==> src/ics_pkg.sv <==
package ics_pkg;

	localparam int CHANNELS_DEF = 8;
	localparam int CNT_BITS = 16;
	localparam int CH_BITS = 3;
	localparam int US_BITS = 32;
	localparam int TS_W = 3;
	localparam int MAXP_W = 20;
	localparam int APB_AW = 3;
	localparam int APB_DW = 32;
	localparam int IN_W = 136;
	localparam int OUT_W = 56;
	localparam int ALPHA = 30;
	localparam int ONE_MINUS_ALPHA = 256 - ALPHA;
	localparam int SM_W = 41;

	localparam logic [TS_W-1:0] TS_RST = 3'd2;
	localparam logic [MAXP_W-1:0] MAXP_RST = 20'd262140;

	localparam logic REG_TICK_SHIFT = 1'b0;
	localparam logic REG_MAX_PERIOD = 1'b1;

	typedef enum logic [2:0] {
		CMD_SET = 3'd0,
		CMD_REFRESH = 3'd1,
		CMD_DEC_END = 3'd2,
		CMD_FIRE = 3'd3,
		CMD_DISABLE = 3'd4
	} cmd_t;

	typedef enum logic [1:0] {
		CH_OFF = 2'd0,
		CH_PENDING = 2'd1,
		CH_RUNNING = 2'd2
	} status_t;

	typedef enum logic [1:0] {
		TACT_NONE = 2'd0,
		TACT_ENABLE = 2'd1,
		TACT_DISABLE = 2'd2
	} tact_t;

	typedef struct packed {
		status_t status;
		logic [CNT_BITS-1:0] end_cmp;
		logic [CNT_BITS-1:0] queued;
		logic [US_BITS-1:0] dwell_len;
		logic [US_BITS-1:0] began_at;
		logic dec_end;
		logic has_q;
	} chan_entry_t;

	typedef struct packed {
		logic [1:0] pad;
		logic [CNT_BITS-1:0] end_count;
		logic [US_BITS-1:0] now_us;
		logic [CNT_BITS-1:0] now_count;
		logic [US_BITS-1:0] length_us;
		logic [US_BITS-1:0] delay_us;
		logic [CH_BITS-1:0] channel;
		logic [2:0] cmd;
	} in_item_t;

	typedef struct packed {
		logic pad;
		logic [15:0] spark_count_out;
		logic [15:0] smoothed_dwell_out;
		logic [1:0] chan_status;
		logic [1:0] timer_action;
		logic [15:0] compare_value;
		logic compare_load;
		logic coil_off;
		logic coil_on;
	} out_item_t;

	function automatic logic [US_BITS-1:0] to_ticks(
		input logic [US_BITS-1:0] us,
		input logic [TS_W-1:0] sh
	);
		return us >> sh;
	endfunction

endpackage

==> src/ignition_channel_scheduler_unit.sv <==
// channel   | dir | handshake            | payload
// apb       | in  | psel/penable/pready  | tick_shift @0x0, max_period_us @0x4
// s (items) | in  | s_tvalid/s_tready    | s_tdata: command, channel, times, counts
// m (items) | out | m_tvalid/m_tready    | m_tdata: coil pulses, compare, status
//
// Each item reads its channel entry, then modifies the entry and writes it back.
// A fire on a running channel also passes the dwell smoothing unit, via ST_FILT to ST_EMIT.
// A result waiting on m_tready holds the output register; the next item is taken
// meanwhile and parks until the register frees.
// Reset marks every channel entry invalid; an invalid entry reads as all zero.
module ignition_channel_scheduler_unit #(
	parameter int CHANNELS = ics_pkg::CHANNELS_DEF
) (
	input  logic                        clk,
	input  logic                        arst_n,
	input  logic                        psel,
	input  logic                        penable,
	input  logic                        pwrite,
	input  logic [ics_pkg::APB_AW-1:0]  paddr,
	input  logic [ics_pkg::APB_DW-1:0]  pwdata,
	output logic [ics_pkg::APB_DW-1:0]  prdata,
	output logic                        pready,
	input  logic                        s_tvalid,
	output logic                        s_tready,
	// cmd, channel, delay_us, length_us, now_count, now_us, end_count
	input  logic [ics_pkg::IN_W-1:0]    s_tdata,
	output logic                        m_tvalid,
	input  logic                        m_tready,
	// coil_on, coil_off, compare_load, compare_value, timer_action,
	// chan_status, smoothed_dwell_out, spark_count_out
	output logic [ics_pkg::OUT_W-1:0]   m_tdata
);
	import ics_pkg::*;

	localparam int AW = (CHANNELS > 1) ? $clog2(CHANNELS) : 1;

	typedef enum logic [1:0] {
		ST_IDLE,
		ST_EXEC,
		ST_FILT,
		ST_EMIT
	} state_t;

	state_t state_q;
	logic [TS_W-1:0] ts_q;
	logic [MAXP_W-1:0] maxp_q;
	logic cfg_wr;

	in_item_t s_item;
	in_item_t in_q;
	logic in_range;
	logic in_range_q;
	logic accept;

	chan_entry_t cur;
	chan_entry_t nxt;
	logic mem_wr_en;

	logic [US_BITS-1:0] t_delay;
	logic [US_BITS-1:0] t_len;
	logic [US_BITS-1:0] t_dwell;
	logic [US_BITS-1:0] t_clamp;
	logic [MAXP_W-1:0] maxp_m1;
	logic [CNT_BITS-1:0] start_cnt;
	logic [US_BITS-1:0] meas;
	logic filt_start;
	logic spark_inc;
	logic [15:0] spark_q;
	logic [15:0] spark_nx;
	logic [15:0] smoothed;

	out_item_t res;
	out_item_t res_q;
	out_item_t out_q;
	out_item_t out_nx;
	logic out_free;
	logic out_load;

	assign pready = 1'b1;
	assign cfg_wr = psel && penable && pwrite && pready;

	always_ff @(posedge clk or negedge arst_n) begin
		if (!arst_n) begin
			ts_q <= TS_RST;
			maxp_q <= MAXP_RST;
		end else if (cfg_wr) begin
			unique case (paddr[2])
				REG_TICK_SHIFT: ts_q <= pwdata[TS_W-1:0];
				REG_MAX_PERIOD: maxp_q <= pwdata[MAXP_W-1:0];
				default: ;
			endcase
		end
	end

	always_comb begin
		unique case (paddr[2])
			REG_TICK_SHIFT: prdata = APB_DW'(ts_q);
			REG_MAX_PERIOD: prdata = APB_DW'(maxp_q);
			default: prdata = '0;
		endcase
	end

	assign s_item = in_item_t'(s_tdata);
	assign s_tready = (state_q == ST_IDLE);
	assign accept = s_tvalid && s_tready;
	assign in_range = (32'(s_item.channel) < 32'(CHANNELS));

	always_ff @(posedge clk) begin
		if (accept) begin
			in_q <= s_item;
		end
		if (state_q == ST_EXEC) begin
			res_q <= res;
		end
	end

	ics_chan_mem #(
		.CHANNELS(CHANNELS),
		.AW(AW)
	) u_mem (
		.clk(clk),
		.arst_n(arst_n),
		.rd_en(accept && in_range),
		.rd_addr(s_item.channel[AW-1:0]),
		.rd_data(cur),
		.wr_en(mem_wr_en),
		.wr_addr(in_q.channel[AW-1:0]),
		.wr_data(nxt)
	);

	ics_dwell_filter u_filt (
		.clk(clk),
		.arst_n(arst_n),
		.start(filt_start),
		.meas(meas),
		.smoothed(smoothed)
	);

	assign t_delay = to_ticks(in_q.delay_us, ts_q);
	assign t_len = to_ticks(in_q.length_us, ts_q);
	assign t_dwell = to_ticks(cur.dwell_len, ts_q);
	assign maxp_m1 = maxp_q - MAXP_W'(1);
	assign t_clamp = to_ticks(US_BITS'(maxp_m1), ts_q);
	assign meas = in_q.now_us - cur.began_at;

	always_comb begin
		if (in_q.delay_us > US_BITS'(maxp_q)) begin
			start_cnt = in_q.now_count + t_clamp[CNT_BITS-1:0];
		end else begin
			start_cnt = in_q.now_count + t_delay[CNT_BITS-1:0];
		end
	end

	always_comb begin
		nxt = cur;
		res = '0;
		spark_inc = 1'b0;
		filt_start = 1'b0;
		if (in_range_q) begin
			case (cmd_t'(in_q.cmd))
				CMD_SET: begin
					if (cur.status == CH_RUNNING) begin
						nxt.queued = in_q.now_count + t_delay[CNT_BITS-1:0];
						nxt.has_q = 1'b1;
					end else begin
						nxt.dwell_len = in_q.length_us;
						if (!cur.dec_end) begin
							nxt.end_cmp = start_cnt + t_len[CNT_BITS-1:0];
						end
						res.compare_load = 1'b1;
						res.compare_value = start_cnt;
						nxt.status = CH_PENDING;
						res.timer_action = TACT_ENABLE;
					end
				end
				CMD_REFRESH: begin
					if (cur.status == CH_RUNNING && in_q.delay_us < cur.dwell_len) begin
						nxt.end_cmp = in_q.now_count + t_delay[CNT_BITS-1:0];
						res.compare_load = 1'b1;
						res.compare_value = nxt.end_cmp;
					end
				end
				CMD_DEC_END: begin
					nxt.end_cmp = in_q.end_count;
					nxt.dec_end = 1'b1;
				end
				CMD_FIRE: begin
					if (cur.status == CH_PENDING) begin
						res.coil_on = 1'b1;
						nxt.status = CH_RUNNING;
						nxt.began_at = in_q.now_us;
						res.compare_load = 1'b1;
						res.compare_value = cur.dec_end ? cur.end_cmp
							: in_q.now_count + t_dwell[CNT_BITS-1:0];
					end else if (cur.status == CH_RUNNING) begin
						res.coil_off = 1'b1;
						nxt.dec_end = 1'b0;
						spark_inc = 1'b1;
						filt_start = (state_q == ST_EXEC);
						if (cur.has_q) begin
							res.compare_load = 1'b1;
							res.compare_value = cur.queued;
							nxt.status = CH_PENDING;
							nxt.has_q = 1'b0;
						end else begin
							nxt.status = CH_OFF;
							res.timer_action = TACT_DISABLE;
						end
					end else begin
						res.timer_action = TACT_DISABLE;
					end
				end
				CMD_DISABLE: begin
					if (cur.status == CH_PENDING) begin
						nxt.status = CH_OFF;
					end
				end
				default: ;
			endcase
			res.chan_status = nxt.status;
		end
	end

	assign mem_wr_en = (state_q == ST_EXEC) && in_range_q;
	assign spark_nx = spark_q + 16'(spark_inc);
	assign out_free = !out_q.pad && (!m_tvalid || m_tready);
	assign out_load = out_free
		&& ((state_q == ST_EXEC && !filt_start) || state_q == ST_EMIT);

	always_comb begin
		out_nx = (state_q == ST_EMIT) ? res_q : res;
		out_nx.smoothed_dwell_out = smoothed;
		out_nx.spark_count_out = (state_q == ST_EMIT) ? spark_q : spark_nx;
	end

	always_ff @(posedge clk or negedge arst_n) begin
		if (!arst_n) begin
			state_q <= ST_IDLE;
			in_range_q <= 1'b0;
			spark_q <= '0;
			m_tvalid <= 1'b0;
			out_q <= '0;
		end else begin
			if (out_load) begin
				out_q <= out_nx;
				m_tvalid <= 1'b1;
			end else if (m_tready) begin
				m_tvalid <= 1'b0;
			end
			unique case (state_q)
				ST_IDLE: begin
					if (accept) begin
						in_range_q <= in_range;
						state_q <= ST_EXEC;
					end
				end
				ST_EXEC: begin
					spark_q <= spark_nx;
					if (filt_start) begin
						state_q <= ST_FILT;
					end else if (out_free) begin
						state_q <= ST_IDLE;
					end else begin
						state_q <= ST_EMIT;
					end
				end
				ST_FILT: begin
					state_q <= ST_EMIT;
				end
				ST_EMIT: begin
					if (out_free) begin
						state_q <= ST_IDLE;
					end
				end
				default: state_q <= ST_IDLE;
			endcase
		end
	end

	assign m_tdata = OUT_W'(out_q);

	assert property (@(posedge clk) disable iff (!arst_n)
		accept |=> state_q == ST_EXEC)
		else $error("item accepted without channel read");

	assert property (@(posedge clk) disable iff (!arst_n)
		mem_wr_en |-> $past(state_q) == ST_IDLE)
		else $error("channel write without preceding read");

	assert property (@(posedge clk) disable iff (!arst_n)
		filt_start |=> state_q == ST_FILT)
		else $error("smoothing start lost");

	assert property (@(posedge clk) disable iff (!arst_n)
		m_tvalid |-> !(out_q.coil_on && out_q.coil_off))
		else $error("coil on and off in one item");

	assert property (@(posedge clk) disable iff (!arst_n)
		(m_tvalid && !out_q.compare_load) |-> out_q.compare_value == '0)
		else $error("compare value without load");

endmodule

==> src/ics_chan_mem.sv <==
module ics_chan_mem #(
	parameter int CHANNELS = ics_pkg::CHANNELS_DEF,
	parameter int AW = (CHANNELS > 1) ? $clog2(CHANNELS) : 1
) (
	input  logic                clk,
	input  logic                arst_n,
	input  logic                rd_en,
	input  logic [AW-1:0]       rd_addr,
	output ics_pkg::chan_entry_t rd_data,
	input  logic                wr_en,
	input  logic [AW-1:0]       wr_addr,
	input  ics_pkg::chan_entry_t wr_data
);
	import ics_pkg::*;

	chan_entry_t mem [CHANNELS];
	logic [CHANNELS-1:0] valid_q;
	chan_entry_t rd_data_q;
	logic rd_vld_q;

	always_ff @(posedge clk) begin
		if (wr_en) begin
			mem[wr_addr] <= wr_data;
		end
		if (rd_en) begin
			rd_data_q <= mem[rd_addr];
		end
	end

	always_ff @(posedge clk or negedge arst_n) begin
		if (!arst_n) begin
			valid_q <= '0;
			rd_vld_q <= 1'b0;
		end else begin
			if (wr_en) begin
				valid_q[wr_addr] <= 1'b1;
			end
			if (rd_en) begin
				rd_vld_q <= valid_q[rd_addr];
			end
		end
	end

	assign rd_data = rd_vld_q ? rd_data_q : '0;

endmodule

==> src/ics_dwell_filter.sv <==
module ics_dwell_filter (
	input  logic        clk,
	input  logic        arst_n,
	input  logic        start,
	input  logic [31:0] meas,
	output logic [15:0] smoothed
);
	import ics_pkg::*;

	logic [US_BITS-1:0] meas_s1;
	logic go_s1;
	logic [15:0] smoothed_q;
	logic [SM_W-1:0] acc;

	always_comb begin
		acc = SM_W'(meas_s1) * SM_W'(ONE_MINUS_ALPHA)
			+ SM_W'(smoothed_q) * SM_W'(ALPHA);
	end

	always_ff @(posedge clk) begin
		if (start) begin
			meas_s1 <= meas;
		end
	end

	always_ff @(posedge clk or negedge arst_n) begin
		if (!arst_n) begin
			go_s1 <= 1'b0;
			smoothed_q <= '0;
		end else begin
			go_s1 <= start;
			if (go_s1) begin
				smoothed_q <= (|acc[SM_W-1:24]) ? 16'hFFFF : acc[23:8];
			end
		end
	end

	assign smoothed = smoothed_q;

endmodule

==> config.mk <==
export PLATFORM = sky130hd
export DESIGN_NAME = ignition_channel_scheduler_unit
export DESIGN_NICKNAME = d
export VERILOG_FILES = /design/src/ics_pkg.sv /design/src/ignition_channel_scheduler_unit.sv /design/src/ics_chan_mem.sv /design/src/ics_dwell_filter.sv
export SDC_FILE = /design/constraint.sdc
export NUM_CORES = 2
export LEC_CHECK = 0
export BUFFER_PORTS_ARGS = -buffer_cell sky130_fd_sc_hd__buf_2
export CORE_MARGIN = 4
export CORE_UTILIZATION = 56
export DETAILED_ROUTE_END_ITERATION = 7
export GPL_TIMING_DRIVEN = 1
export PLACE_DENSITY = 0.75
export REMOVE_ABC_BUFFERS = 1
export SLEW_MARGIN = 15
export SYNTH_ARGS = -nofsm -noshare
export SYNTH_HDL_FRONTEND = slang
export SYNTH_HIERARCHICAL = 1
export SYNTH_SLANG_ARGS = --single-unit
==> constraint.sdc <==
create_clock -name clk -period 8.1 [get_ports clk]
set_input_delay 0.405 -clock clk [delete_from_list [all_inputs] [get_ports clk]]
set_output_delay 0.405 -clock clk [all_outputs]
set_load 0.005 [all_outputs]
==> load_flow_metrics.sql <==
INSERT INTO impl_metrics (metric_group, metric, value, unit) VALUES
('global_routing', 'vias_in_the_first_global_route', '40190', ''),
('placed_design', 'gpl.final_weighted_congestion', '0.9509', ''),
('sta', 'setup-violations-final', '0', ''),
('global_routing', 'grt_start_max_net_pins', '125', ''),
('sta', 'timing.final.crit_share', '92.69', '%'),
('power_and_ir_drop', 'pwr_density_cell', '346.1', 'nW/um^2'),
('clock_tree', 'cts_max_path_buffers', '3', ''),
('hold_path', 'timing.hold.worst_path_depth', '3', ''),
('sta', 'timing.fmax', '0.1332', 'GHz'),
('global_routing', 'globalRouteTotalUtil', '26.57', '%'),
('synthesis', 'yosys_warnings', '6', ''),
('clock_tree', 'cts_htree_levels', '3', ''),
('synthesis', 'synth-seq-area-share', '56.89', '%'),
('cells_and_area', 'fin_cells', '6543', ''),
('sta', 'timing_max_transition_violations_final', '0', ''),
('setup_path', 'worst_ep_arrival_time', '7880', 'ps'),
('routing', 'drt-initial-drc-count', '4478', ''),
('global_routing', 'antenna_found_initial', '6', ''),
('sta', 'hold-worst-slack', '77.98', 'ps'),
('setup_path', 'startpoint_type', 'flip-flop', ''),
('synthesis', 'synth.ff_latch_count', '1213', ''),
('cells_and_area', 'postLayoutCoreUtil', '63.86', '%'),
('floorplan', 'chipWidth', '343.3', 'microns'),
('placed_design', 'dp.cells', '6168', ''),
('clock_tree', 'tritoncts_clock_tree', 'yes', ''),
('setup_path', 'worstReg2RegEnd', 'u_mem/mem[5][97]', ''),
('setup_path', 'worst-r2r-cell-count', '27', ''),
('routing', 'antenna_left', '0', ''),
('sta', 'hold_violations', '0', ''),
('synthesis', 'synthesis.area', '62970', 'sq um'),
('hold_path', 'hold_path.startpoint', 'm_tready', ''),
('floorplan', 'design.portCount', '269', ''),
('job', 'cap_viol_max_count', '0', ''),
('placed_design', 'input_output_buffers', '238', ''),
('placed_design', 'detailedPlacementHpwl', '101300', 'microns'),
('status', 'outcome', 'complete, no violations', ''),
('routing', 'drt_wl_total', '156600', 'microns'),
('cells_and_area', 'nets', '5521', ''),
('global_routing', 'global_route_wire_length_before_repair', '239100', 'microns'),
('sta', 'skew', '54.96', 'ps'),
('synthesis', 'synth_enable_flop_cells', '1089', ''),
('floorplan', 'fp.dieArea', '117900', 'sq um'),
('clock_tree', 'root_buffer', 'sky130_fd_sc_hd__clkbuf_16', ''),
('global_routing', 'globalRouteOverflowTotal', '0', ''),
('clock_tree', 'clk_transition_reported_paths', '70', 'ps'),
('hold_path', 'worstHoldPathType', 'in -> reg', ''),
('clock_tree', 'clkLatencyLatePin', '740', 'ps'),
('synthesis', 'synthDistinctLibCells', '99', ''),
('routing', 'post_drt_via_cell_ratio', '6.104', ''),
('floorplan', 'placeableCoreArea', '111100', 'sq um'),
('placed_design', 'placed_cell_area', '65570', 'sq um'),
('cells_and_area', 'layout_common_cells', 'sky130_fd_sc_hd__edfxtp_1 (1089), sky130_fd_sc_hd__nand2_1 (384), sky130_fd_sc_hd__ha_1 (299), sky130_fd_sc_hd__inv_1 (270), sky130_fd_sc_hd__buf_2 (234)', ''),
('floorplan', 'starting_utilization_of_the_core_area', '56.67', '%'),
('synthesis', 'synth_flop_cell', 'sky130_fd_sc_hd__edfxtp_1', ''),
('setup_path', 'setup.worst_path.class', 'reg -> reg', ''),
('setup_path', 'crit_path_end_kind', 'flip-flop', ''),
('routing', 'wire_per_inst', '23.93', 'microns'),
('cells_and_area', 'syn2layout_area_growth', '12.69', '%'),
('sta', 'rsz_0062_raised_after_global_routing', 'no', ''),
('floorplan', 'die_h', '343.3', 'microns'),
('clock_tree', 'cts.sink_count', '1213', ''),
('setup_path', 'rr_startpoint', 'maxp_q[0]', ''),
('sta', 'slew_headroom', '19.04', '%'),
('setup_path', 'crit_path_max_fanout', '8', ''),
('sta', 'final_critical_period', '7508', 'ps'),
('cells_and_area', 'fraction_of_final_layout_cells_sized_beyond_drive_strength_1', '18.39', '%'),
('setup_path', 'worst_ep_required_time', '8470', 'ps'),
('routing', 'via_count', '39940', ''),
('sta', 'worst-slew-pin-transition', '1212', 'ps'),
('routing', 'detailedRoute.firstPassIterationCount', '6', ''),
('clock_tree', 'cts_inserted_buffers', '120', '');
[cell families after synthesis]
group / after synthesis / synth area share [%]
other cells: 2 / 0.01193
compound gates: 838 / 8.593
mux: 467 / 12.23
buf+inv: 486 / 3.455
flops: 1213 / 56.89
simple gates: 1034 / 7.808
fa+ha+maj: 389 / 8.802
xor+xnor: 158 / 2.209
[cell type report]
| cell class | instances | area (sq um) |
|---|---|---|
| Antenna cell | 4 | 10.01 |
| Clock buffer | 152 | 3193 |
| Clock inverter | 67 | 670.6 |
| Fill cell | 8063 | 40160 |
| Inverter | 274 | 1028 |
| Multi-Input combinational cell | 2900 | 25100 |
| Sequential cell | 1213 | 35830 |
| Tap cell | 1488 | 1862 |
| Timing Repair Buffer | 445 | 3269 |
[registers in the layout, indices dropped and copies added, names as in the netlist, named ones only]
signal,count
u_filt/meas_s1,32
m_tdata,55
u_mem/rd_vld_q,1
spark_q,16
maxp_q,20
u_filt/smoothed,16
m_tvalid,1
res_q,23
u_filt/go_s1,1
u_mem/rd_data_q,100
state_q,1
in_q,134
ts_q,3
in_range_q,1
u_mem/mem,800
u_mem/valid_q,8
[routing by layer]
metal  GRT usage, %  part of all wire [%]  vias to the layer above
li1               -                     -                    17970
met1          37.35                    42                    19960
met2          42.62                    47                     1677
met3          4.733                   7.8                      326
met4          8.610                   3.5                        8
met5              0                 0.032                        -
[per-stage QoR]
stage | power, W | TNS [ps] | worst slack, ps
after detailed placement | 0.01896 | 0 | 845.3
after CTS | 0.02452 | 0 | 754.8
after global placement | 0.01872 | 0 | 1012
after global routing | 0.02603 | 0 | 189.8
after floorplan | 0.01598 | -76720 | -472.2
final | 0.02456 | 0 | 591.7
[critical path: stages (launching register included)]
cell and delay (ps):
sky130_fd_sc_hd__dfrtp_1 460, sky130_fd_sc_hd__inv_1 120, sky130_fd_sc_hd__ha_1 200, sky130_fd_sc_hd__nor3b_1 430
sky130_fd_sc_hd__nand2_1 210, sky130_fd_sc_hd__nor2_1 210, sky130_fd_sc_hd__o21ai_0 90, sky130_fd_sc_hd__o21ai_0 320
sky130_fd_sc_hd__nor2_1 70, sky130_fd_sc_hd__a21oi_1 180, sky130_fd_sc_hd__a21oi_1 100, sky130_fd_sc_hd__ha_1 250
sky130_fd_sc_hd__fa_1 450, sky130_fd_sc_hd__a21o_1 180, sky130_fd_sc_hd__a21oi_1 270, sky130_fd_sc_hd__o21ai_1 140
sky130_fd_sc_hd__a311o_1 330, sky130_fd_sc_hd__xnor2_1 270, sky130_fd_sc_hd__mux2i_1 180, sky130_fd_sc_hd__ha_1 300
sky130_fd_sc_hd__or3_1 350, sky130_fd_sc_hd__o31ai_1 310, sky130_fd_sc_hd__nor2_1 90, sky130_fd_sc_hd__a211oi_1 360
sky130_fd_sc_hd__o21a_1 210, sky130_fd_sc_hd__nand2b_1 110, sky130_fd_sc_hd__nor4_1 50, sky130_fd_sc_hd__nor3_1 860
[power by group]
part / total, W / leakage [nW] / switching (W) / internal (W)
sequential: 0.00869 / 11.6 / 0.000492 / 0.00820
combinational: 0.0104 / 13.5 / 0.00640 / 0.00400
clock: 0.00547 / 1.87 / 0.00239 / 0.00308
total: 0.0246 / 26.9 / 0.00928 / 0.0153
[synth_stat cells, types with 88 or more instances]
cell                       number  area, sq um
sky130_fd_sc_hd__mux4_2       212         4775
sky130_fd_sc_hd__dfrtp_1      107         2678
sky130_fd_sc_hd__clkbuf_1     130        488.0
sky130_fd_sc_hd__xnor2_1      103        902.1
sky130_fd_sc_hd__nor2_1       235        882.1
sky130_fd_sc_hd__inv_1        271         1017
sky130_fd_sc_hd__o21ai_0      230         1151
sky130_fd_sc_hd__ha_1         299         3741
sky130_fd_sc_hd__mux2i_1       88        880.8
sky130_fd_sc_hd__nand2_1      384         1441
sky130_fd_sc_hd__fa_1          90         1802
sky130_fd_sc_hd__and2_1       140        875.8
sky130_fd_sc_hd__edfxtp_1    1089        32700
sky130_fd_sc_hd__a21oi_1      200         1001
sky130_fd_sc_hd__mux2_2       122         1374
[repair_timing]
item / in CTS / in global routing
gates resized for setup: 0 / 0
hold buffers: 152 / 0
buffers inserted: 0 / 0
hold endpoints to repair: 200 / 0
[how the worst max path moves through the flow]
stage / start / to / slack, ps / depth (start not counted)
finish: maxp_q[0] / u_mem/mem[5][97] / 590 / 27
global route: maxp_q[0] / u_mem/mem[3][97] / 190 / 27
detailed placement: maxp_q[0] / u_mem/mem[3][97] / 850 / 27
floorplan: flip-flop / u_mem/valid_q[0] / -470 / 5
CTS: maxp_q[0] / u_mem/mem[3][97] / 750 / 27
global placement: maxp_q[0] / u_mem/mem[0][97] / 1010 / 27
(Power assumes the default switching activity.)
